$ cat config.mk
export PLATFORM = sky130hd
export DESIGN_NAME = rfid_tag_immobilizer_flat
export DESIGN_NICKNAME = d
export VERILOG_FILES = /design/src/hw/rtl/rfidti_pkg.sv /design/src/hw/rtl/rfidti_if.sv /design/src/hw/rtl/rfidti_frame.sv /design/src/hw/rtl/rfidti_fsm.sv /design/src/hw/rtl/rfidti_cfg_regs.sv /design/src/hw/rtl/rfidti_fsm_wrap_note.sv /design/src/hw/rtl/rfid_tag_immobilizer.sv /design/src/flat_wrapper.sv
export SDC_FILE = /design/constraint.sdc
export NUM_CORES = 1
export LEC_CHECK = 0
export BUFFER_PORTS_ARGS = -buffer_cell sky130_fd_sc_hd__buf_2
export CORE_MARGIN = 2
export CORE_UTILIZATION = 35
export CTS_CLUSTER_DIAMETER = 80
export CTS_CLUSTER_SIZE = 10
export DETAILED_ROUTE_END_ITERATION = 10
export GPL_TIMING_DRIVEN = 1
export PLACE_DENSITY = 0.55
export SYNTH_ARGS = -nofsm -noshare
export SYNTH_HDL_FRONTEND = slang
export SYNTH_SLANG_ARGS = --single-unit
export TNS_END_PERCENT = 100
$ cat constraint.sdc
create_clock -name clk -period 6.45 [get_ports clk]
set_clock_uncertainty 0.05 [all_clocks]
set_input_delay 0.645 -clock clk [delete_from_list [all_inputs] [get_ports clk]]
set_output_delay 0.645 -clock clk [all_outputs]
set_load 0.01 [all_outputs]
$ cat src/hw/rtl/rfidti_pkg.sv
// Shared types, codes and constants of the RFID tag immobilizer.
`default_nettype none

package rfidti_pkg;

    // Sizes of the tag store and the reader frame.
    localparam int NUM_TAGS   = 4;
    localparam int TAG_DIGITS = 16;
    localparam int MAX_DIGITS = 16;
    localparam int TAG_W      = 4 * TAG_DIGITS;
    localparam int COUNT_W    = 5;
    localparam int DIGIT_IDX_W = 4;

    // Configuration register indexes.
    localparam int CFG_INDEX_W = 3;
    localparam int CFG_DATA_W  = 64;
    localparam logic [CFG_INDEX_W-1:0] REG_FEATURE_ENABLE = 3'd0;
    localparam logic [CFG_INDEX_W-1:0] REG_BOOT_FAILED    = 3'd1;
    localparam logic [CFG_INDEX_W-1:0] REG_TAG_ZERO       = 3'd2;
    localparam logic [CFG_INDEX_W-1:0] REG_TAG_ONE        = 3'd3;
    localparam logic [CFG_INDEX_W-1:0] REG_TAG_TWO        = 3'd4;
    localparam logic [CFG_INDEX_W-1:0] REG_TAG_THREE      = 3'd5;
    localparam logic [CFG_INDEX_W-1:0] REG_WAIT_TAG_SEC   = 3'd6;
    localparam logic [CFG_INDEX_W-1:0] REG_LOCKOUT_SEC    = 3'd7;

    // Reset values of the configuration registers.
    localparam logic [TAG_W-1:0] TAG_RESET        = '1;
    localparam logic [7:0]       WAIT_TAG_RESET   = 8'd5;
    localparam logic [7:0]       LOCKOUT_RESET    = 8'd180;

    // Fixed countdowns of the machine.
    localparam logic [7:0] CHECK_OLD_SECONDS = 8'd3;
    localparam logic [7:0] ALARM_SECONDS     = 8'd30;

    // Reader framing bytes.
    localparam logic [7:0] CHAR_STX   = 8'h02;
    localparam logic [7:0] CHAR_CR    = 8'h0D;
    localparam logic [7:0] CHAR_LF    = 8'h0A;
    localparam logic [7:0] CHAR_ETX   = 8'h03;
    localparam logic [7:0] CHAR_ZERO  = 8'h30;
    localparam logic [7:0] CHAR_NINE  = 8'h39;

    // Buzzer commands.
    typedef enum logic [1:0] {
        BZ_NONE = 2'd0,
        BZ_STOP = 2'd1,
        BZ_LONG = 2'd2,
        BZ_BEEP = 2'd3
    } buzzer_t;

    // Immobilizer phases, one-hot.
    typedef enum logic [7:0] {
        PH_INIT         = 8'b0000_0001,
        PH_CHECK_OLD    = 8'b0000_0010,
        PH_WAIT_ON      = 8'b0000_0100,
        PH_WAIT_TAG     = 8'b0000_1000,
        PH_TAG_OK       = 8'b0001_0000,
        PH_TAG_FAIL     = 8'b0010_0000,
        PH_CHECK_MOTION = 8'b0100_0000,
        PH_WAIT_OFF     = 8'b1000_0000
    } phase_t;

    typedef logic [NUM_TAGS-1:0][TAG_W-1:0] tag_array_t;

    // One step as seen by the framer and the machine.
    typedef struct packed {
        logic       fire;
        logic       is_tick;
        logic [7:0] rx_byte;
        logic       ignition_on;
        logic       sms_unlock;
        logic       motion_alarm;
    } step_t;

    // Machine settings taken from the register file.
    typedef struct packed {
        logic       feature_enable;
        logic [7:0] wait_tag_seconds;
        logic [7:0] lockout_seconds;
        logic       boot_load;
        logic       boot_value;
    } immo_cfg_t;

    // Result of one step from the machine.
    typedef struct packed {
        logic       engine_cut;
        logic       reader_enable;
        buzzer_t    buzzer_cmd;
        logic [2:0] phase;
        logic       sms_consumed;
        logic       motion_consumed;
    } immo_res_t;

    // Phase number reported on the result channel.
    function automatic logic [2:0] phase_number(phase_t ph);
        logic [2:0] num;
        case (ph)
            PH_INIT:         num = 3'd0;
            PH_CHECK_OLD:    num = 3'd1;
            PH_WAIT_ON:      num = 3'd2;
            PH_WAIT_TAG:     num = 3'd3;
            PH_TAG_OK:       num = 3'd4;
            PH_TAG_FAIL:     num = 3'd5;
            PH_CHECK_MOTION: num = 3'd6;
            PH_WAIT_OFF:     num = 3'd7;
            default:         num = 3'd0;
        endcase
        return num;
    endfunction

endpackage

`default_nettype wire

$ cat src/hw/rtl/rfidti_if.sv
// Channel interfaces of the RFID tag immobilizer: step input, result output and configuration.
`default_nettype none

interface rfidti_in_if;
    logic       valid;
    logic       ready;
    logic       func;
    logic [7:0] rx_byte;
    logic       ignition_on;
    logic       sms_unlock;
    logic       motion_alarm;

    modport source (output valid, func, rx_byte, ignition_on, sms_unlock, motion_alarm,
                    input ready);
    modport sink   (input valid, func, rx_byte, ignition_on, sms_unlock, motion_alarm,
                    output ready);
endinterface

interface rfidti_out_if;
    logic       valid;
    logic       ready;
    logic       engine_cut;
    logic       reader_enable;
    logic [1:0] buzzer_cmd;
    logic [2:0] phase;
    logic       tag_accepted;
    logic       sms_consumed;
    logic       motion_consumed;

    modport source (output valid, engine_cut, reader_enable, buzzer_cmd, phase,
                    tag_accepted, sms_consumed, motion_consumed, input ready);
    modport sink   (input valid, engine_cut, reader_enable, buzzer_cmd, phase,
                    tag_accepted, sms_consumed, motion_consumed, output ready);
endinterface

interface rfidti_cfg_if;
    logic                               valid;
    logic                               ready;
    logic [rfidti_pkg::CFG_INDEX_W-1:0] index;
    logic [rfidti_pkg::CFG_DATA_W-1:0]  data;

    modport source (output valid, index, data, input ready);
    modport sink   (input valid, index, data, output ready);
endinterface

`default_nettype wire

$ cat src/hw/rtl/rfidti_frame.sv
// Reader byte framer with digit buffer and parallel compare against the stored tags.
`default_nettype none

module rfidti_frame (
    input  wire logic                   clk,
    input  wire logic                   rst_n,
    input  wire rfidti_pkg::step_t      step,
    input  wire rfidti_pkg::tag_array_t tags,
    output logic                        tag_match
);

    logic [rfidti_pkg::COUNT_W-1:0] count_reg;
    logic [rfidti_pkg::COUNT_W-1:0] count_next;
    logic [3:0]                     digit_buf_reg [rfidti_pkg::TAG_DIGITS];
    logic                           byte_fire;
    logic                           is_digit;
    logic                           is_term;
    logic [rfidti_pkg::NUM_TAGS-1:0] tag_hit;
    logic [rfidti_pkg::NUM_TAGS-1:0][rfidti_pkg::TAG_DIGITS-1:0] pos_ok;

    assign byte_fire = step.fire && !step.is_tick;

    // Classify the byte.
    always_comb
    begin
        is_term  = step.rx_byte inside {rfidti_pkg::CHAR_CR, rfidti_pkg::CHAR_LF,
                                        rfidti_pkg::CHAR_ETX};
        is_digit = (step.rx_byte >= rfidti_pkg::CHAR_ZERO)
                   && (step.rx_byte <= rfidti_pkg::CHAR_NINE)
                   && (count_reg < rfidti_pkg::COUNT_W'(rfidti_pkg::MAX_DIGITS));
    end

    // Every held digit against every tag; positions past the count always agree.
    always_comb
    begin
        for (int j = 0; j < rfidti_pkg::NUM_TAGS; j++)
        begin
            for (int i = 0; i < rfidti_pkg::TAG_DIGITS; i++)
            begin
                pos_ok[j][i] = (rfidti_pkg::COUNT_W'(i) >= count_reg)
                               || (tags[j][4*i +: 4] == digit_buf_reg[i]);
            end
            tag_hit[j] = &pos_ok[j];
        end
    end

    assign tag_match = byte_fire && is_term && (count_reg != '0) && (|tag_hit);

    // Digit count update.
    always_comb
    begin
        count_next = count_reg;
        if (byte_fire)
        begin
            if (is_digit && (step.rx_byte != rfidti_pkg::CHAR_STX) && !is_term)
            begin
                count_next = count_reg + 1'b1;
            end
            else
            begin
                count_next = '0;
            end
        end
    end

    always_ff @(posedge clk or negedge rst_n)
    begin
        if (!rst_n)
        begin
            count_reg <= '0;
        end
        else
        begin
            count_reg <= count_next;
        end
    end

    // Digit store, written at the current count.
    always_ff @(posedge clk)
    begin
        if (byte_fire && is_digit)
        begin
            digit_buf_reg[count_reg[rfidti_pkg::DIGIT_IDX_W-1:0]] <= step.rx_byte[3:0];
        end
    end

    // The count never runs past the frame limit.
    assert property (@(posedge clk) disable iff (!rst_n)
        count_reg <= rfidti_pkg::COUNT_W'(rfidti_pkg::MAX_DIGITS))
        else $error("digit count beyond frame limit");

    // A match always clears the frame for the next one.
    assert property (@(posedge clk) disable iff (!rst_n)
        tag_match |=> (count_reg == '0))
        else $error("frame not cleared after a match");

endmodule

`default_nettype wire

$ cat src/hw/rtl/rfidti_fsm.sv
// Ignition immobilizer machine run on one-second ticks, with tag-seen and fail memory.
`default_nettype none

module rfidti_fsm (
    input  wire logic                  clk,
    input  wire logic                  rst_n,
    input  wire rfidti_pkg::step_t     step,
    input  wire rfidti_pkg::immo_cfg_t cfg,
    input  wire logic                  tag_match,
    output rfidti_pkg::immo_res_t      res
);

    rfidti_pkg::phase_t  phase_reg;
    rfidti_pkg::phase_t  phase_next;
    rfidti_pkg::phase_t  cur_phase;
    logic [7:0]          secs_reg;
    logic [7:0]          secs_next;
    logic                seen_reg;
    logic                seen_next;
    logic                fail_reg;
    logic                fail_next;
    logic                cut_reg;
    logic                cut_next;
    logic                rdr_reg;
    logic                rdr_next;
    rfidti_pkg::buzzer_t buzzer;
    logic                sms_used;
    logic                motion_used;
    logic                run;

    assign run = step.fire && step.is_tick && cfg.feature_enable;

    // Ignition off forces the wait-ignition-on phase before the phase logic.
    assign cur_phase = (!step.ignition_on && (phase_reg != rfidti_pkg::PH_WAIT_ON))
                       ? rfidti_pkg::PH_WAIT_ON : phase_reg;

    // Next state of the machine.
    always_comb
    begin
        phase_next  = phase_reg;
        secs_next   = secs_reg;
        seen_next   = seen_reg;
        fail_next   = fail_reg;
        cut_next    = cut_reg;
        rdr_next    = rdr_reg;
        buzzer      = rfidti_pkg::BZ_NONE;
        sms_used    = 1'b0;
        motion_used = 1'b0;

        if (cfg.boot_load)
        begin
            fail_next = cfg.boot_value;
        end

        if (step.fire && !step.is_tick)
        begin
            if (tag_match)
            begin
                seen_next = 1'b1;
            end
        end
        else if (run)
        begin
            if (secs_reg != '0)
            begin
                secs_next = secs_reg - 8'd1;
            end
            if (cur_phase != phase_reg)
            begin
                phase_next = cur_phase;
                buzzer     = rfidti_pkg::BZ_STOP;
            end

            case (cur_phase)
                rfidti_pkg::PH_INIT:
                begin
                    secs_next  = rfidti_pkg::CHECK_OLD_SECONDS;
                    phase_next = rfidti_pkg::PH_CHECK_OLD;
                end
                rfidti_pkg::PH_CHECK_OLD:
                begin
                    if (secs_next == '0)
                    begin
                        if (step.ignition_on)
                        begin
                            if (fail_reg)
                            begin
                                cut_next   = 1'b1;
                                phase_next = rfidti_pkg::PH_TAG_FAIL;
                                buzzer     = rfidti_pkg::BZ_LONG;
                                secs_next  = rfidti_pkg::ALARM_SECONDS;
                            end
                            else
                            begin
                                phase_next = rfidti_pkg::PH_WAIT_OFF;
                            end
                        end
                        else
                        begin
                            phase_next = rfidti_pkg::PH_WAIT_ON;
                        end
                    end
                end
                rfidti_pkg::PH_WAIT_ON:
                begin
                    if (step.ignition_on)
                    begin
                        seen_next  = 1'b0;
                        cut_next   = 1'b1;
                        rdr_next   = 1'b1;
                        phase_next = rfidti_pkg::PH_WAIT_TAG;
                        secs_next  = cfg.wait_tag_seconds;
                    end
                end
                rfidti_pkg::PH_WAIT_TAG:
                begin
                    if (seen_next || step.sms_unlock)
                    begin
                        sms_used   = 1'b1;
                        seen_next  = 1'b0;
                        rdr_next   = 1'b0;
                        phase_next = rfidti_pkg::PH_TAG_OK;
                    end
                    // A timeout overrides an unlock in the same tick.
                    if (secs_next == '0)
                    begin
                        cut_next   = 1'b1;
                        phase_next = rfidti_pkg::PH_TAG_FAIL;
                        fail_next  = 1'b1;
                        buzzer     = rfidti_pkg::BZ_LONG;
                        secs_next  = cfg.lockout_seconds;
                    end
                end
                rfidti_pkg::PH_TAG_OK:
                begin
                    buzzer     = rfidti_pkg::BZ_BEEP;
                    cut_next   = 1'b0;
                    phase_next = rfidti_pkg::PH_WAIT_OFF;
                    fail_next  = 1'b0;
                end
                rfidti_pkg::PH_TAG_FAIL:
                begin
                    if (secs_next == '0)
                    begin
                        phase_next  = rfidti_pkg::PH_CHECK_MOTION;
                        motion_used = 1'b1;
                        rdr_next    = 1'b0;
                        cut_next    = 1'b0;
                    end
                    if (seen_next || step.sms_unlock)
                    begin
                        seen_next  = 1'b0;
                        rdr_next   = 1'b0;
                        phase_next = rfidti_pkg::PH_TAG_OK;
                    end
                end
                rfidti_pkg::PH_CHECK_MOTION:
                begin
                    if (step.motion_alarm)
                    begin
                        buzzer      = rfidti_pkg::BZ_LONG;
                        seen_next   = 1'b0;
                        rdr_next    = 1'b1;
                        motion_used = 1'b1;
                        cut_next    = 1'b1;
                        phase_next  = rfidti_pkg::PH_TAG_FAIL;
                        secs_next   = rfidti_pkg::ALARM_SECONDS;
                    end
                    if (seen_next || step.sms_unlock)
                    begin
                        sms_used   = 1'b1;
                        seen_next  = 1'b0;
                        rdr_next   = 1'b0;
                        phase_next = rfidti_pkg::PH_TAG_OK;
                    end
                end
                rfidti_pkg::PH_WAIT_OFF:
                begin
                    if (!step.ignition_on)
                    begin
                        phase_next = rfidti_pkg::PH_WAIT_ON;
                        cut_next   = 1'b0;
                    end
                end
                default:
                begin
                    phase_next = phase_reg;
                end
            endcase
        end
    end

    // Machine state registers.
    always_ff @(posedge clk or negedge rst_n)
    begin
        if (!rst_n)
        begin
            phase_reg <= rfidti_pkg::PH_INIT;
            secs_reg  <= '0;
            seen_reg  <= 1'b0;
            fail_reg  <= 1'b0;
            cut_reg   <= 1'b0;
            rdr_reg   <= 1'b0;
        end
        else
        begin
            phase_reg <= phase_next;
            secs_reg  <= secs_next;
            seen_reg  <= seen_next;
            fail_reg  <= fail_next;
            cut_reg   <= cut_next;
            rdr_reg   <= rdr_next;
        end
    end

    // Result of the step, taken by the result register.
    always_comb
    begin
        res.engine_cut      = cut_next;
        res.reader_enable   = rdr_next;
        res.buzzer_cmd      = buzzer;
        res.phase           = rfidti_pkg::phase_number(phase_next);
        res.sms_consumed    = sms_used;
        res.motion_consumed = motion_used;
    end

    // Reader bytes never move the machine.
    assert property (@(posedge clk) disable iff (!rst_n)
        (step.fire && !step.is_tick) |=> ($stable(phase_reg) && $stable(secs_reg)
                                          && $stable(cut_reg)))
        else $error("reader byte changed the machine");

    // A tick with the feature off and no boot-failed load changes nothing.
    assert property (@(posedge clk) disable iff (!rst_n)
        (step.fire && step.is_tick && !cfg.feature_enable && !cfg.boot_load)
        |=> ($stable(phase_reg) && $stable(seen_reg) && $stable(fail_reg)))
        else $error("disabled tick changed the machine");

    // Entering the tag-ok phase always powers the reader down.
    assert property (@(posedge clk) disable iff (!rst_n)
        (phase_reg == rfidti_pkg::PH_TAG_OK) |-> !rdr_reg)
        else $error("reader on in tag-ok phase");

endmodule

`default_nettype wire

$ cat src/hw/rtl/rfidti_cfg_regs.sv
// Configuration register file of the RFID tag immobilizer.
`default_nettype none

module rfidti_cfg_regs (
    input  wire logic               clk,
    input  wire logic               rst_n,
    rfidti_cfg_if.sink              cfg,
    output rfidti_pkg::tag_array_t  tags,
    output rfidti_pkg::immo_cfg_t   immo_cfg
);

    logic                   feature_enable_reg;
    logic [7:0]             wait_tag_reg;
    logic [7:0]             lockout_reg;
    rfidti_pkg::tag_array_t tags_reg;
    logic                   wr;

    assign cfg.ready = 1'b1;
    assign wr        = cfg.valid && cfg.ready;

    // Register writes by index.
    always_ff @(posedge clk or negedge rst_n)
    begin
        if (!rst_n)
        begin
            feature_enable_reg <= 1'b0;
            wait_tag_reg       <= rfidti_pkg::WAIT_TAG_RESET;
            lockout_reg        <= rfidti_pkg::LOCKOUT_RESET;
            for (int j = 0; j < rfidti_pkg::NUM_TAGS; j++)
            begin
                tags_reg[j] <= rfidti_pkg::TAG_RESET;
            end
        end
        else if (wr)
        begin
            case (cfg.index)
                rfidti_pkg::REG_FEATURE_ENABLE: feature_enable_reg <= cfg.data[0];
                rfidti_pkg::REG_TAG_ZERO:       tags_reg[0] <= cfg.data;
                rfidti_pkg::REG_TAG_ONE:        tags_reg[1] <= cfg.data;
                rfidti_pkg::REG_TAG_TWO:        tags_reg[2] <= cfg.data;
                rfidti_pkg::REG_TAG_THREE:      tags_reg[3] <= cfg.data;
                rfidti_pkg::REG_WAIT_TAG_SEC:   wait_tag_reg <= cfg.data[7:0];
                rfidti_pkg::REG_LOCKOUT_SEC:    lockout_reg <= cfg.data[7:0];
                default:                        feature_enable_reg <= feature_enable_reg;
            endcase
        end
    end

    // The boot-failed value goes straight into the machine's fail memory.
    always_comb
    begin
        immo_cfg.feature_enable   = feature_enable_reg;
        immo_cfg.wait_tag_seconds = wait_tag_reg;
        immo_cfg.lockout_seconds  = lockout_reg;
        immo_cfg.boot_load        = wr && (cfg.index == rfidti_pkg::REG_BOOT_FAILED);
        immo_cfg.boot_value       = cfg.data[0];
    end

    assign tags = tags_reg;

endmodule

`default_nettype wire

$ cat src/hw/rtl/rfidti_fsm_wrap_note.sv
// Step input register stage of the RFID tag immobilizer.
`default_nettype none

module rfidti_in_stage (
    input  wire logic           clk,
    input  wire logic           rst_n,
    rfidti_in_if.sink           req,
    input  wire logic           advance,
    output rfidti_pkg::step_t   step
);

    logic       valid_reg;
    logic       valid_next;
    logic       func_reg;
    logic [7:0] rx_byte_reg;
    logic       ign_reg;
    logic       sms_reg;
    logic       motion_reg;
    logic       take;

    // The stage takes a new transaction whenever it is empty or moving on.
    assign req.ready = !valid_reg || advance;
    assign take      = req.valid && req.ready;

    always_comb
    begin
        valid_next = valid_reg;
        if (take)
        begin
            valid_next = 1'b1;
        end
        else if (advance)
        begin
            valid_next = 1'b0;
        end
    end

    always_ff @(posedge clk or negedge rst_n)
    begin
        if (!rst_n)
        begin
            valid_reg <= 1'b0;
        end
        else
        begin
            valid_reg <= valid_next;
        end
    end

    // Payload holds until the next transaction.
    always_ff @(posedge clk)
    begin
        if (take)
        begin
            func_reg    <= req.func;
            rx_byte_reg <= req.rx_byte;
            ign_reg     <= req.ignition_on;
            sms_reg     <= req.sms_unlock;
            motion_reg  <= req.motion_alarm;
        end
    end

    always_comb
    begin
        step.fire         = valid_reg && advance;
        step.is_tick      = func_reg;
        step.rx_byte      = rx_byte_reg;
        step.ignition_on  = ign_reg;
        step.sms_unlock   = sms_reg;
        step.motion_alarm = motion_reg;
    end

endmodule

`default_nettype wire

$ cat src/hw/rtl/rfid_tag_immobilizer.sv
// Top level of the RFID tag immobilizer.
//
// Usage: each transaction on req is one step, either a reader byte (func 0)
// or a one-second tick (func 1). Every step gives exactly one transaction on
// rsp with the engine-cut and reader-enable levels, the buzzer command, the
// phase number, and the tag-accepted and consumed flags.
// The cfg channel writes the eight registers by index; it is always ready and
// should only be used while no step is in flight.
// A step waits in the input register and passes through the framer and
// machine into the result register, which drives rsp.
// Throughput is one step per cycle while rsp does not stall; the machine and
// the framer update their state as each step fires.
// Reset clears the machine to its init phase, empties the frame, and loads the
// register reset values (all tags unused, five-second tag wait, 180-second
// lockout, feature off).
// When rsp stalls, the result register holds and one more step is taken into
// the input register; req then drops ready until rsp moves.
`default_nettype none

module rfid_tag_immobilizer (
    input  wire logic   clk,
    input  wire logic   rst_n,
    rfidti_in_if.sink   req,
    rfidti_out_if.source rsp,
    rfidti_cfg_if.sink  cfg
);

    rfidti_pkg::step_t      step;
    rfidti_pkg::tag_array_t tags;
    rfidti_pkg::immo_cfg_t  immo_cfg;
    rfidti_pkg::immo_res_t  res;
    logic                   tag_match;
    logic                   advance;
    logic                   out_valid_reg;
    logic                   out_valid_next;
    rfidti_pkg::immo_res_t  res_reg;
    logic                   accepted_reg;

    // The result register frees up when empty or taken.
    assign advance = !out_valid_reg || rsp.ready;

    rfidti_cfg_regs u_cfg (
        .clk      (clk),
        .rst_n    (rst_n),
        .cfg      (cfg),
        .tags     (tags),
        .immo_cfg (immo_cfg)
    );

    rfidti_in_stage u_in (
        .clk     (clk),
        .rst_n   (rst_n),
        .req     (req),
        .advance (advance),
        .step    (step)
    );

    rfidti_frame u_frame (
        .clk       (clk),
        .rst_n     (rst_n),
        .step      (step),
        .tags      (tags),
        .tag_match (tag_match)
    );

    rfidti_fsm u_fsm (
        .clk       (clk),
        .rst_n     (rst_n),
        .step      (step),
        .cfg       (immo_cfg),
        .tag_match (tag_match),
        .res       (res)
    );

    // Result register valid.
    always_comb
    begin
        out_valid_next = out_valid_reg;
        if (step.fire)
        begin
            out_valid_next = 1'b1;
        end
        else if (rsp.ready)
        begin
            out_valid_next = 1'b0;
        end
    end

    always_ff @(posedge clk or negedge rst_n)
    begin
        if (!rst_n)
        begin
            out_valid_reg <= 1'b0;
        end
        else
        begin
            out_valid_reg <= out_valid_next;
        end
    end

    // Result payload.
    always_ff @(posedge clk)
    begin
        if (step.fire)
        begin
            res_reg      <= res;
            accepted_reg <= tag_match;
        end
    end

    assign rsp.valid           = out_valid_reg;
    assign rsp.engine_cut      = res_reg.engine_cut;
    assign rsp.reader_enable   = res_reg.reader_enable;
    assign rsp.buzzer_cmd      = res_reg.buzzer_cmd;
    assign rsp.phase           = res_reg.phase;
    assign rsp.tag_accepted    = accepted_reg;
    assign rsp.sms_consumed    = res_reg.sms_consumed;
    assign rsp.motion_consumed = res_reg.motion_consumed;

    // A step that accepts a tag never also issues machine actions.
    assert property (@(posedge clk) disable iff (!rst_n)
        (rsp.valid && rsp.tag_accepted)
        |-> (rsp.buzzer_cmd == rfidti_pkg::BZ_NONE && !rsp.sms_consumed
             && !rsp.motion_consumed))
        else $error("tag accepted on a machine step");

    // A step can only complete into a free result register.
    assert property (@(posedge clk) disable iff (!rst_n)
        step.fire |-> (!out_valid_reg || rsp.ready))
        else $error("result register overwritten");

endmodule

`default_nettype wire
$ cat src/flat_wrapper.sv
// flat-port wrapper written by rule: the top's interface ports become plain ports
module rfid_tag_immobilizer_flat 
  (clk, rst_n, req_valid, req_func, req_rx_byte, req_ignition_on, req_sms_unlock, req_motion_alarm, req_ready, rsp_valid, rsp_engine_cut, rsp_reader_enable, rsp_buzzer_cmd, rsp_phase, rsp_tag_accepted, rsp_sms_consumed, rsp_motion_consumed, rsp_ready, cfg_valid, cfg_index, cfg_data, cfg_ready);
  rfidti_in_if req_i ();
  rfidti_out_if rsp_i ();
  rfidti_cfg_if cfg_i ();
  input  wire logic clk;
  input  wire logic rst_n;
  input wire logic [$bits(req_i.valid)-1:0] req_valid;
  input wire logic [$bits(req_i.func)-1:0] req_func;
  input wire logic [$bits(req_i.rx_byte)-1:0] req_rx_byte;
  input wire logic [$bits(req_i.ignition_on)-1:0] req_ignition_on;
  input wire logic [$bits(req_i.sms_unlock)-1:0] req_sms_unlock;
  input wire logic [$bits(req_i.motion_alarm)-1:0] req_motion_alarm;
  output wire logic [$bits(req_i.ready)-1:0] req_ready;
  output wire logic [$bits(rsp_i.valid)-1:0] rsp_valid;
  output wire logic [$bits(rsp_i.engine_cut)-1:0] rsp_engine_cut;
  output wire logic [$bits(rsp_i.reader_enable)-1:0] rsp_reader_enable;
  output wire logic [$bits(rsp_i.buzzer_cmd)-1:0] rsp_buzzer_cmd;
  output wire logic [$bits(rsp_i.phase)-1:0] rsp_phase;
  output wire logic [$bits(rsp_i.tag_accepted)-1:0] rsp_tag_accepted;
  output wire logic [$bits(rsp_i.sms_consumed)-1:0] rsp_sms_consumed;
  output wire logic [$bits(rsp_i.motion_consumed)-1:0] rsp_motion_consumed;
  input wire logic [$bits(rsp_i.ready)-1:0] rsp_ready;
  input wire logic [$bits(cfg_i.valid)-1:0] cfg_valid;
  input wire logic [$bits(cfg_i.index)-1:0] cfg_index;
  input wire logic [$bits(cfg_i.data)-1:0] cfg_data;
  output wire logic [$bits(cfg_i.ready)-1:0] cfg_ready;
  assign req_i.valid = req_valid;
  assign req_i.func = req_func;
  assign req_i.rx_byte = req_rx_byte;
  assign req_i.ignition_on = req_ignition_on;
  assign req_i.sms_unlock = req_sms_unlock;
  assign req_i.motion_alarm = req_motion_alarm;
  assign req_ready = req_i.ready;
  assign rsp_valid = rsp_i.valid;
  assign rsp_engine_cut = rsp_i.engine_cut;
  assign rsp_reader_enable = rsp_i.reader_enable;
  assign rsp_buzzer_cmd = rsp_i.buzzer_cmd;
  assign rsp_phase = rsp_i.phase;
  assign rsp_tag_accepted = rsp_i.tag_accepted;
  assign rsp_sms_consumed = rsp_i.sms_consumed;
  assign rsp_motion_consumed = rsp_i.motion_consumed;
  assign rsp_i.ready = rsp_ready;
  assign cfg_i.valid = cfg_valid;
  assign cfg_i.index = cfg_index;
  assign cfg_i.data = cfg_data;
  assign cfg_ready = cfg_i.ready;
  rfid_tag_immobilizer u_core (.clk(clk), .rst_n(rst_n), .req(req_i), .rsp(rsp_i), .cfg(cfg_i));
endmodule
==> impl_metrics.env, run 1 <==
export IMPL_fin_area_sq_mm=0.0211
export IMPL_die_y_um=234
export IMPL_die_area_sq_mm=0.0549
export IMPL_synth_avg_cell_area_sq_um=13.2
export IMPL_ant_nets=0
export IMPL_dp_cells=2151
export IMPL_synth_yosys_warnings=0
export IMPL_mostFrequentLayoutCell="mux2_2"
export IMPL_p_sw_mw=1.93
export IMPL_synth_area_leaders="dfstp_2, mux2_2, edfxtp_1, xor2_1, dfrtp_1"
export IMPL_async_reset_ff_share_pct=77.7
export IMPL_cts_tree="yes"
export IMPL_internal_power_mw=5.16
export IMPL_synth_cells=1405
export IMPL_crit_chain="inv_1 > ha_1 > or4b_4 > or4_4 > mux2i_2 > and4_1 > or3_2 > a32oi_4 > nor2_2 > or4b_1 > a21oi_1"
export IMPL_first_pass_iters=8
export IMPL_drive_gt1_share_pct=46.5
export IMPL_p_leak_nw=8.02
export IMPL_grt_overflow_total=0
export IMPL_mostFrequentLayoutCells="mux2_2, dfstp_2, xor2_1"
export IMPL_cp_arrival_ns=4.37
export IMPL_worstSetupPathType="register to register"
export IMPL_cts_resized_gates=0
export IMPL_syn2layout_area_growth_pct=13.6
export IMPL_setup_violations=0
export IMPL_cp_slowest_cell="or4b_4"
export IMPL_hp_class="input pin to register"
export IMPL_swShare_pct=27.3
export IMPL_cp_end_kind="register"
export IMPL_grt_max_degree=155
export IMPL_initial_utilization_pct=35.4
export IMPL_grt_pass1_wl_mm=73.9
export IMPL_via_count=11515
export IMPL_synth_top_area_share_pct=37.2
export IMPL_yosys_area_top_type="dfstp_2"
export IMPL_place_area_sq_mm=0.0198
export IMPL_status="finished clean"
export IMPL_largest_reg_flops=256
export IMPL_p_seq_share_pct=50.6
export IMPL_grt_setup_unrepaired="no"
export IMPL_min_period_ns=4.01
export IMPL_power_frac_comb_pct=17.1
export IMPL_coreArea_sq_mm=0.0524
export IMPL_yosysUniqueCellTypes=69
export IMPL_seq_area_frac_synth_pct=56.1
export IMPL_fmax_mhz=250
export IMPL_clockBufferDepth=3
export IMPL_drc=0
export IMPL_wire_per_inst_um=21.6
export IMPL_cts_setup_buffers=0
export IMPL_critPathRequiredTime_ns=6.82
export IMPL_worstSkewPairLatency_ns=0.58
export IMPL_maxCapViolCount=0
export IMPL_hold_slack_ns=0.195
export IMPL_tightest_slew_ns=0.945
export IMPL_syn_nets=1494
export IMPL_row_count=84
export IMPL_die_x_um=234
export IMPL_stdcell_count=2226
export IMPL_io_pins=97
export IMPL_clock_power_share_pct=32.3
export IMPL_cts_root_buffer="clkbuf_16"
export IMPL_htreeDepth=2
export IMPL_synth_edff_count=86
export IMPL_gp_congestion=0.868
export IMPL_antenna_found_initial=0
export IMPL_hold_viol_final=0
export IMPL_syn_area_sq_mm=0.0186
export IMPL_dp_hpwl_mm=32.6
export IMPL_tns_ns=0
export IMPL_grt_pass1_vias=12164
export IMPL_power_density_mw_per_mm2=336
export IMPL_clkSlewWorstSetupHoldPaths_ns=0.06
export IMPL_max_stage_delay_ns=0.53
export IMPL_startpoint_type="register"
export IMPL_peakVddDrop_uv=167
export IMPL_hold_buffers=0
export IMPL_portBuffers=95
export IMPL_synth_seq_cells=386
export IMPL_period_share_pct=62.1
export IMPL_nets=1598
export IMPL_avgViaCountPerCell=5.17
export IMPL_routed_wl_mm=48.2
export IMPL_synth_ff_type="dfstp_2"
export IMPL_drtIter0Drc=820
export IMPL_p_total_mw=7.09
export IMPL_slew_headroom_pct=36.4
export IMPL_drv_slew=0
export IMPL_numCtsBuffers=44
export IMPL_clock_sinks=386
export IMPL_grtUsageTotal_pct=17.8
export IMPL_cp_max_fo=10
worst paths after layout:
check                      slack (ns)                      from  cells after the start                          end
setup / recovery                 2.44  u_core.u_fsm.secs_reg[0]                     11          u_core.rsp.phase[0]
hold / removal                   0.19            req_rx_byte[3]                      1   u_core.u_in.rx_byte_reg[3]
setup reg to reg                 2.44  u_core.u_fsm.secs_reg[0]                     11          u_core.rsp.phase[0]
hold reg to reg                  0.43      u_core.u_fsm.cut_reg                      2         u_core.u_fsm.cut_reg
max in group asynchronous        5.07                     rst_n                      2  u_core.u_frame.count_reg[3]
min in group asynchronous        0.37                     rst_n                      1        u_core.u_cfg.tags[51]
worst max-delay path: cells and delay by family, from the launching register on:
| kind | cells | cell delay, ns |
|---|---|---|
| AO/OA/AOI/OAI | 2 | 0.46 |
| multiplexers | 1 | 0.18 |
| adder cells (fa/ha/maj) | 1 | 0.27 |
| buffers and inverters | 1 | 0.10 |
| flip-flops | 1 | 0.45 |
| AND/OR/NAND/NOR | 6 | 2.33 |
kinds of logic after synthesis:
| group | synth area share (%) |
|---|---|
| buf+inv | 1.51 |
| simple gates | 7.48 |
| compound gates | 5.17 |
| fa+ha+maj | 0.391 |
| flops | 56.1 |
| mux | 16.9 |
| other cells | 0.0202 |
| xor+xnor | 12.4 |
cell usage after synthesis (all sizes together) (2+ instances only):
master	n
nand3	18
nor2	52
nor2b	4
a221oi	3
and3	5
nand4b	5
dfrtp	37
o41ai	8
ha	5
nor3b	8
clkbuf	47
nand2	43
or2	3
buf	6
nor4b	3
a41oi	9
xor2	181
a21oi	36
nand2b	9
nor4	44
nand4	17
or3	5
a21o	5
xnor2	82
o21ai	32
o22ai	17
o221ai	2
inv	17
a31o	2
a2111oi	3
o21a	7
a31oi	8
edfxtp	86
or4b	2
a221o	2
dfstp	263
nor3	25
and2	7
mux2	274
mux2i	4
o211ai	2
routing by layer:
layer,vias up,part of all wire [%],global-route usage (%)
met5,-,0,0
met4,0,2.2,4.77
met3,73,5.1,3.67
met2,286,48,29.2
met1,5887,45,24.0
li1,5269,-,-
final cells by class:
class                           count  area, sq um
Timing Repair Buffer              111          618
Multi-Input combinational cell    949         7870
Antenna cell                        1         2.50
Clock inverter                      3         55.1
Fill cell                        4918        31400
Sequential cell                   386        10400
Clock buffer                       71         1200
Tap cell                          688          861
Inverter                           17         63.8
metrics by stage:
step,setup slack (ns),util (%)
after CTS,2.47,40.2
after global placement,2.56,37.8
after detailed placement,2.48,37.8
after floorplan,2.80,-
after global routing,2.31,40.2
final,2.44,40.2
power groups by stage:
stage               Combinational, mW  Clock, mW  Sequential, mW
global route                     1.34       2.48            3.65
detailed placement               1.22          0            3.62
global placement                 1.21          0            3.61
finish                           1.22       2.29            3.59
floorplan                       0.945          0            3.49
CTS                              1.23       2.37            3.59
(Power assumes the default switching activity.)
==> inputs of run 2 (changes only) <==
==> constraint.sdc (replaced) <==
create_clock -name clk -period 4.04 [get_ports clk]
set_clock_uncertainty 0.05 [all_clocks]
set_input_delay 0.404 -clock clk [delete_from_list [all_inputs] [get_ports clk]]
set_output_delay 0.404 -clock clk [all_outputs]
set_load 0.01 [all_outputs]
==> run 2 against run 1 <==
  * Non-clock buffer count grew 24
  * Clock-buffer cell count grew 3
  * Combinational power increased by 61%
  * Register-to-register slack got worse by 2.2 ns
  * Setup slack got worse by 2.2 ns
  * Sequential cell count stayed put
  * Utilization is 0.52 points higher
  * Largest power group unchanged
  * Critical endpoint unchanged
  * Fmax is 5.1% higher
  * Largest cell class unchanged
==> impl_metrics.env, run 2 (same netlist as run 1, synthesis figures left out) <==
export IMPL_cp_slowest_cell="or4b_4"
export IMPL_drv_slew=0
export IMPL_p_seq_share_pct=50.3
export IMPL_io_pins=97
export IMPL_cp_arrival_ns=4.18
export IMPL_power_density_mw_per_mm2=533
export IMPL_die_area_sq_mm=0.0549
export IMPL_cp_end_kind="register"
export IMPL_grtUsageTotal_pct=17.8
export IMPL_grt_setup_unrepaired="no"
export IMPL_reg2reg_from="u_core.u_fsm.secs_reg[0]"
export IMPL_reg2reg_to="u_core.rsp.phase[0]"
export IMPL_tightest_slew_ns=1.14
export IMPL_internal_power_mw=8.31
export IMPL_post_place_ws_ns=0.235
export IMPL_initial_utilization_pct=35.4
export IMPL_wire_per_inst_um=21.3
export IMPL_dp_hpwl_mm=32.4
export IMPL_crit_chain="inv_1 > ha_1 > or4b_4 > or4_4 > mux2i_2 > and4_1 > or3_2 > a32oi_4 > nor2_2 > or4b_1 > a21oi_1"
export IMPL_cp_max_fo=7
export IMPL_gp_congestion=0.885
export IMPL_post_route_util_pct=40.7
export IMPL_antenna_found_initial=2
export IMPL_clock_sinks=386
export IMPL_coreArea_sq_mm=0.0524
export IMPL_max_stage_delay_ns=0.53
export IMPL_stdcell_count=2252
export IMPL_hp_start="cfg_data[35]"
export IMPL_fin_area_sq_mm=0.0214
export IMPL_fmax_mhz=263
export IMPL_startpoint_type="register"
export IMPL_largest_reg_flops=256
export IMPL_clock_power_share_pct=32.5
export IMPL_p_total_mw=11.4
export IMPL_min_period_ns=3.81
export IMPL_worst_slack_ns=0.231
export IMPL_numCtsBuffers=44
export IMPL_p_leak_nw=8.15
export IMPL_dp_cells=2161
export IMPL_worstSetupPathType="register to register"
export IMPL_min_to="u_core.u_cfg.tags[227]"
export IMPL_whs_path_depth=2
export IMPL_ff2ff_path_depth=11
export IMPL_cts_setup_buffers=0
export IMPL_avgViaCountPerCell=5.14
export IMPL_worstSkewPairLatency_ns=0.57
export IMPL_drc=0
export IMPL_p_sw_mw=3.07
export IMPL_cts_tree="yes"
export IMPL_grt_pass1_vias=12129
export IMPL_die_y_um=234
export IMPL_routed_wl_mm=48.0
export IMPL_htreeDepth=2
export IMPL_clockBufferDepth=3
export IMPL_slew_headroom_pct=23.1
export IMPL_mostFrequentLayoutCell="mux2_2"
export IMPL_die_x_um=234
export IMPL_setup_violations=0
export IMPL_r2r_slack_ns=0.23
export IMPL_antenna_cells=0
export IMPL_peakVddDrop_uv=283
export IMPL_maxCapViolCount=0
export IMPL_nets=1622
export IMPL_swShare_pct=27.0
export IMPL_critPathRequiredTime_ns=4.41
export IMPL_cts_root_buffer="clkbuf_16"
export IMPL_grt_overflow_total=0
export IMPL_hold_slack_ns=0.0620
export IMPL_drtIter0Drc=559
export IMPL_portBuffers=95
export IMPL_grt_max_degree=107
export IMPL_drive_gt1_share_pct=46.4
export IMPL_syn2layout_area_growth_pct=15.1
export IMPL_via_count=11569
export IMPL_first_pass_iters=5
export IMPL_period_share_pct=94.3
export IMPL_tns_ns=0
export IMPL_row_count=84
export IMPL_mostFrequentLayoutCells="mux2_2, dfstp_2, xor2_1"
export IMPL_hold_viol_final=0
export IMPL_place_area_sq_mm=0.0199
export IMPL_clkSlewWorstSetupHoldPaths_ns=0.06
export IMPL_power_frac_comb_pct=17.2
export IMPL_ant_nets=0
export IMPL_grt_pass1_wl_mm=74.2
export IMPL_status="finished clean"
export IMPL_hp_class="input pin to register"
-- run 2: cell count changes in the layout (fill, tap and decap cells not counted) --
cell,before,now
dlygate4sd3_1,0,14
buf_4,15,22
buf_12,1,4
clkbuf_1,27,29
clkbuf_16,44,45
clkinv_8,1,0
diode_2,1,0
inv_6,1,2
-- run 2: power groups by stage --
stage | Sequential (mW) | Clock, mW | Combinational (mW)
after floorplan | 5.57 | 0 | 1.51
after global placement | 5.76 | 0 | 1.94
after detailed placement | 5.78 | 0 | 1.96
after CTS | 5.73 | 3.82 | 1.99
after global routing | 5.84 | 3.98 | 2.18
final | 5.72 | 3.70 | 1.96
-- run 2: layer usage --
| layer | track usage, % | vias up | part of all wire, % |
|---|---|---|---|
| met2 | 29.1 | 251 | 48 |
| met3 | 3.64 | 71 | 4.4 |
| met5 | 0 | - | 0.050 |
| li1 | - | 5322 | - |
| met4 | 4.53 | 4 | 2.1 |
| met1 | 24.1 | 5921 | 46 |
-- run 2: cell type report --
class                      count  area [sq um]
clock inverter                 3          47.5
tap                          688           861
fill                        4870         31100
sequential                   386         10400
inverter                      17          63.8
clock buffer                  74          1230
timing repair buffer         135           871
multi-input combinational    949          7870
-- run 2: how the worst max path moves through the flow --
stage                                   startpoint             endpoint  slack [ns]
after detailed placement  u_core.u_fsm.secs_reg[0]  u_core.rsp.phase[0]        0.24
after global routing      u_core.u_fsm.secs_reg[0]  u_core.rsp.phase[0]       0.007
after CTS                 u_core.u_fsm.secs_reg[0]  u_core.rsp.phase[0]        0.22
after floorplan           u_core.u_fsm.secs_reg[0]  u_core.rsp.phase[0]        0.39
after global placement    u_core.u_fsm.secs_reg[0]  u_core.rsp.phase[0]        0.27
final                     u_core.u_fsm.secs_reg[0]  u_core.rsp.phase[0]        0.23
-- run 2: critical path, delay by kind of cell, from the launching register on --
kind,cells,cell delay (ns)
simple gates,6,2.17
fa+ha+maj,1,0.26
mux,1,0.19
flops,1,0.44
buf+inv,1,0.10
compound gates,2,0.45
-- run 2: timing repair --
item / in CTS / in global routing
hold endpoints to repair: 46 / 0
hold buffers: 14 / 0
resized for setup: 0 / 0
==> inputs of run 3 (changes only) <==
--- a/config.mk
+++ b/config.mk
@@ -8,11 +8,14 @@
 export BUFFER_PORTS_ARGS = -buffer_cell sky130_fd_sc_hd__buf_2
 export CORE_MARGIN = 2
 export CORE_UTILIZATION = 35
+export CTS_BUF_LIST = sky130_fd_sc_hd__clkbuf_8
 export CTS_CLUSTER_DIAMETER = 80
 export CTS_CLUSTER_SIZE = 10
 export DETAILED_ROUTE_END_ITERATION = 10
 export GPL_TIMING_DRIVEN = 1
+export HOLD_SLACK_MARGIN = 0.08
 export PLACE_DENSITY = 0.55
+export SKIP_LAST_GASP = 1
 export SYNTH_ARGS = -nofsm -noshare
 export SYNTH_HDL_FRONTEND = slang
 export SYNTH_SLANG_ARGS = --single-unit
==> run 3 against run 2 <==
  * Clock power is 32% lower
  * Global-route usage rose by 0.054 points
  * Critical path depth unchanged
  * Largest power group unchanged
  * Highest routed layer unchanged
==> impl_metrics.env, run 3 (same netlist as run 1, synthesis figures left out) <==
export IMPL_drtIter0Drc=664
export IMPL_fmax_mhz=262
export IMPL_dp_hpwl_mm=32.4
export IMPL_clockBufferDepth=3
export IMPL_syn2layout_area_growth_pct=16.0
export IMPL_clkSlewWorstSetupHoldPaths_ns=0.08
export IMPL_die_area_sq_mm=0.0549
export IMPL_cp_arrival_ns=4.25
export IMPL_hold_viol_final=0
export IMPL_coreArea_sq_mm=0.0524
export IMPL_numCtsBuffers=44
export IMPL_startpoint_type="register"
export IMPL_antenna_found_initial=1
export IMPL_hp_start="cfg_index[1]"
export IMPL_peakVddDrop_uv=196
export IMPL_grt_pass1_wl_mm=74.7
export IMPL_stdcell_count=2318
export IMPL_antenna_cells=0
export IMPL_io_pins=97
export IMPL_grt_setup_unrepaired="no"
export IMPL_drv_slew=0
export IMPL_dp_cells=2161
export IMPL_period_share_pct=94.4
export IMPL_grt_pass1_vias=12353
export IMPL_grt_max_degree=107
export IMPL_tightest_slew_ns=1.13
export IMPL_power_density_mw_per_mm2=477
export IMPL_clock_sinks=386
export IMPL_portBuffers=95
export IMPL_htreeDepth=2
export IMPL_mostFrequentLayoutCell="mux2_2"
export IMPL_cts_root_buffer="clkbuf_8"
export IMPL_min_period_ns=3.81
export IMPL_initial_utilization_pct=35.4
export IMPL_crit_path_start="u_core.u_fsm.secs_reg[0]"
export IMPL_die_y_um=234
export IMPL_grt_overflow_total=0
export IMPL_status="finished clean"
export IMPL_first_pass_iters=7
export IMPL_via_count=11726
export IMPL_hp_class="input pin to register"
export IMPL_slew_headroom_pct=23.9
export IMPL_nets=1688
export IMPL_grtUsageTotal_pct=17.9
export IMPL_cp_max_fo=7
export IMPL_mostFrequentLayoutCells="mux2_2, dfstp_2, xor2_1"
export IMPL_critPathRequiredTime_ns=4.48
export IMPL_wire_per_inst_um=20.8
export IMPL_ant_nets=0
export IMPL_maxCapViolCount=0
export IMPL_drive_gt1_share_pct=44.6
export IMPL_worstSetupPathType="register to register"
export IMPL_drc=0
export IMPL_avgViaCountPerCell=5.06
export IMPL_p_leak_nw=8.31
export IMPL_reg2reg_from="u_core.u_fsm.secs_reg[0]"
export IMPL_routed_wl_mm=48.2
export IMPL_setup_violations=0
export IMPL_cts_setup_buffers=0
export IMPL_cp_end_kind="register"
export IMPL_cts_tree="yes"
export IMPL_largest_reg_flops=256
export IMPL_row_count=84
export IMPL_die_x_um=234
export IMPL_gp_congestion=0.885
export IMPL_worstSkewPairLatency_ns=0.63
export IMPL_tns_ns=0
[run 3: cell types whose count changed in the layout (fill, tap and decap cells not counted), sizes merged]
cell         previous run  this run
clkbuf                 74        45
inv                    19        46
clkinvlp                0         2
dlygate4sd3            14        80
[run 3: report_power, final]
part / switching, mW / internal (mW) / total [mW]
Sequential: 0.584 / 5.13 / 5.72
Clock: 1.43 / 1.10 / 2.52
Combinational: 0.940 / 1.08 / 2.02
[run 3: repair_timing]
| item | 4_1_cts | 5_1_grt |
|---|---|---|
| endpoints found under the setup margin | 0 | 1 |
| hold endpoints to repair | 316 | 0 |
| gates resized for setup | 0 | 1 |
| hold buffers | 80 | 0 |
[run 3: worst max-delay path: stages, from the launching register on]
cell     delay, ns
dfrtp_1       0.45
inv_1         0.10
ha_1          0.27
or4b_4        0.54
or4_4         0.48
mux2i_2       0.19
and4_1        0.18
or3_2         0.45
a32oi_4       0.30
nor2_2        0.06
or4b_1        0.46
a21oi_1       0.15
[run 3: final cells by class]
type | count | area [sq um]
repair buffers | 201 | 1530
inverters | 17 | 63.8
multi-input cells | 949 | 7870
flip-flops and latches | 386 | 10400
clock inverters | 32 | 154
fillers | 4933 | 30900
well taps | 688 | 861
clock buffers | 45 | 619
[run 3: final timing paths]
kind | to | slack, ns | cells after the start
max | u_core.rsp.phase[0] | 0.23 | 11
min | u_core.u_fsm.fail_reg | 0.23 | 4
max reg2reg | u_core.rsp.phase[0] | 0.23 | 11
min reg2reg | u_core.u_fsm.cut_reg | 0.43 | 2
max in group asynchronous | u_core.u_cfg.tags[83] | 2.44 | 3
min in group asynchronous | u_core.u_frame.count_reg[4] | 0.43 | 2
[run 3: metrics by stage]
stage / utilization (%) / setup WS [ns] / power [mW] / hold slack (ns) / cell area (sq um)
5_1_grt: 41.0 / 0.00422 / 10.9 / 0.246 / 21500
3_3_place_gp: 38.0 / 0.274 / 7.69 / 0.412 / 19900
4_1_cts: 41.0 / 0.216 / 10.4 / 0.172 / 21500
3_5_place_dp: 38.0 / 0.235 / 7.74 / 0.411 / 19900
6_report: 41.0 / 0.227 / 10.3 / 0.229 / 21500
2_1_floorplan: - / 0.393 / 7.07 / 0.0584 / 18600
[run 3: per-layer routing]
layer	share of wire (%)	track usage, %	wire length (um)
met5	0.023	0	11
met4	2.2	4.55	1040
met3	4.6	3.42	2200
met2	47	29.3	22900
met1	46	24.3	22100
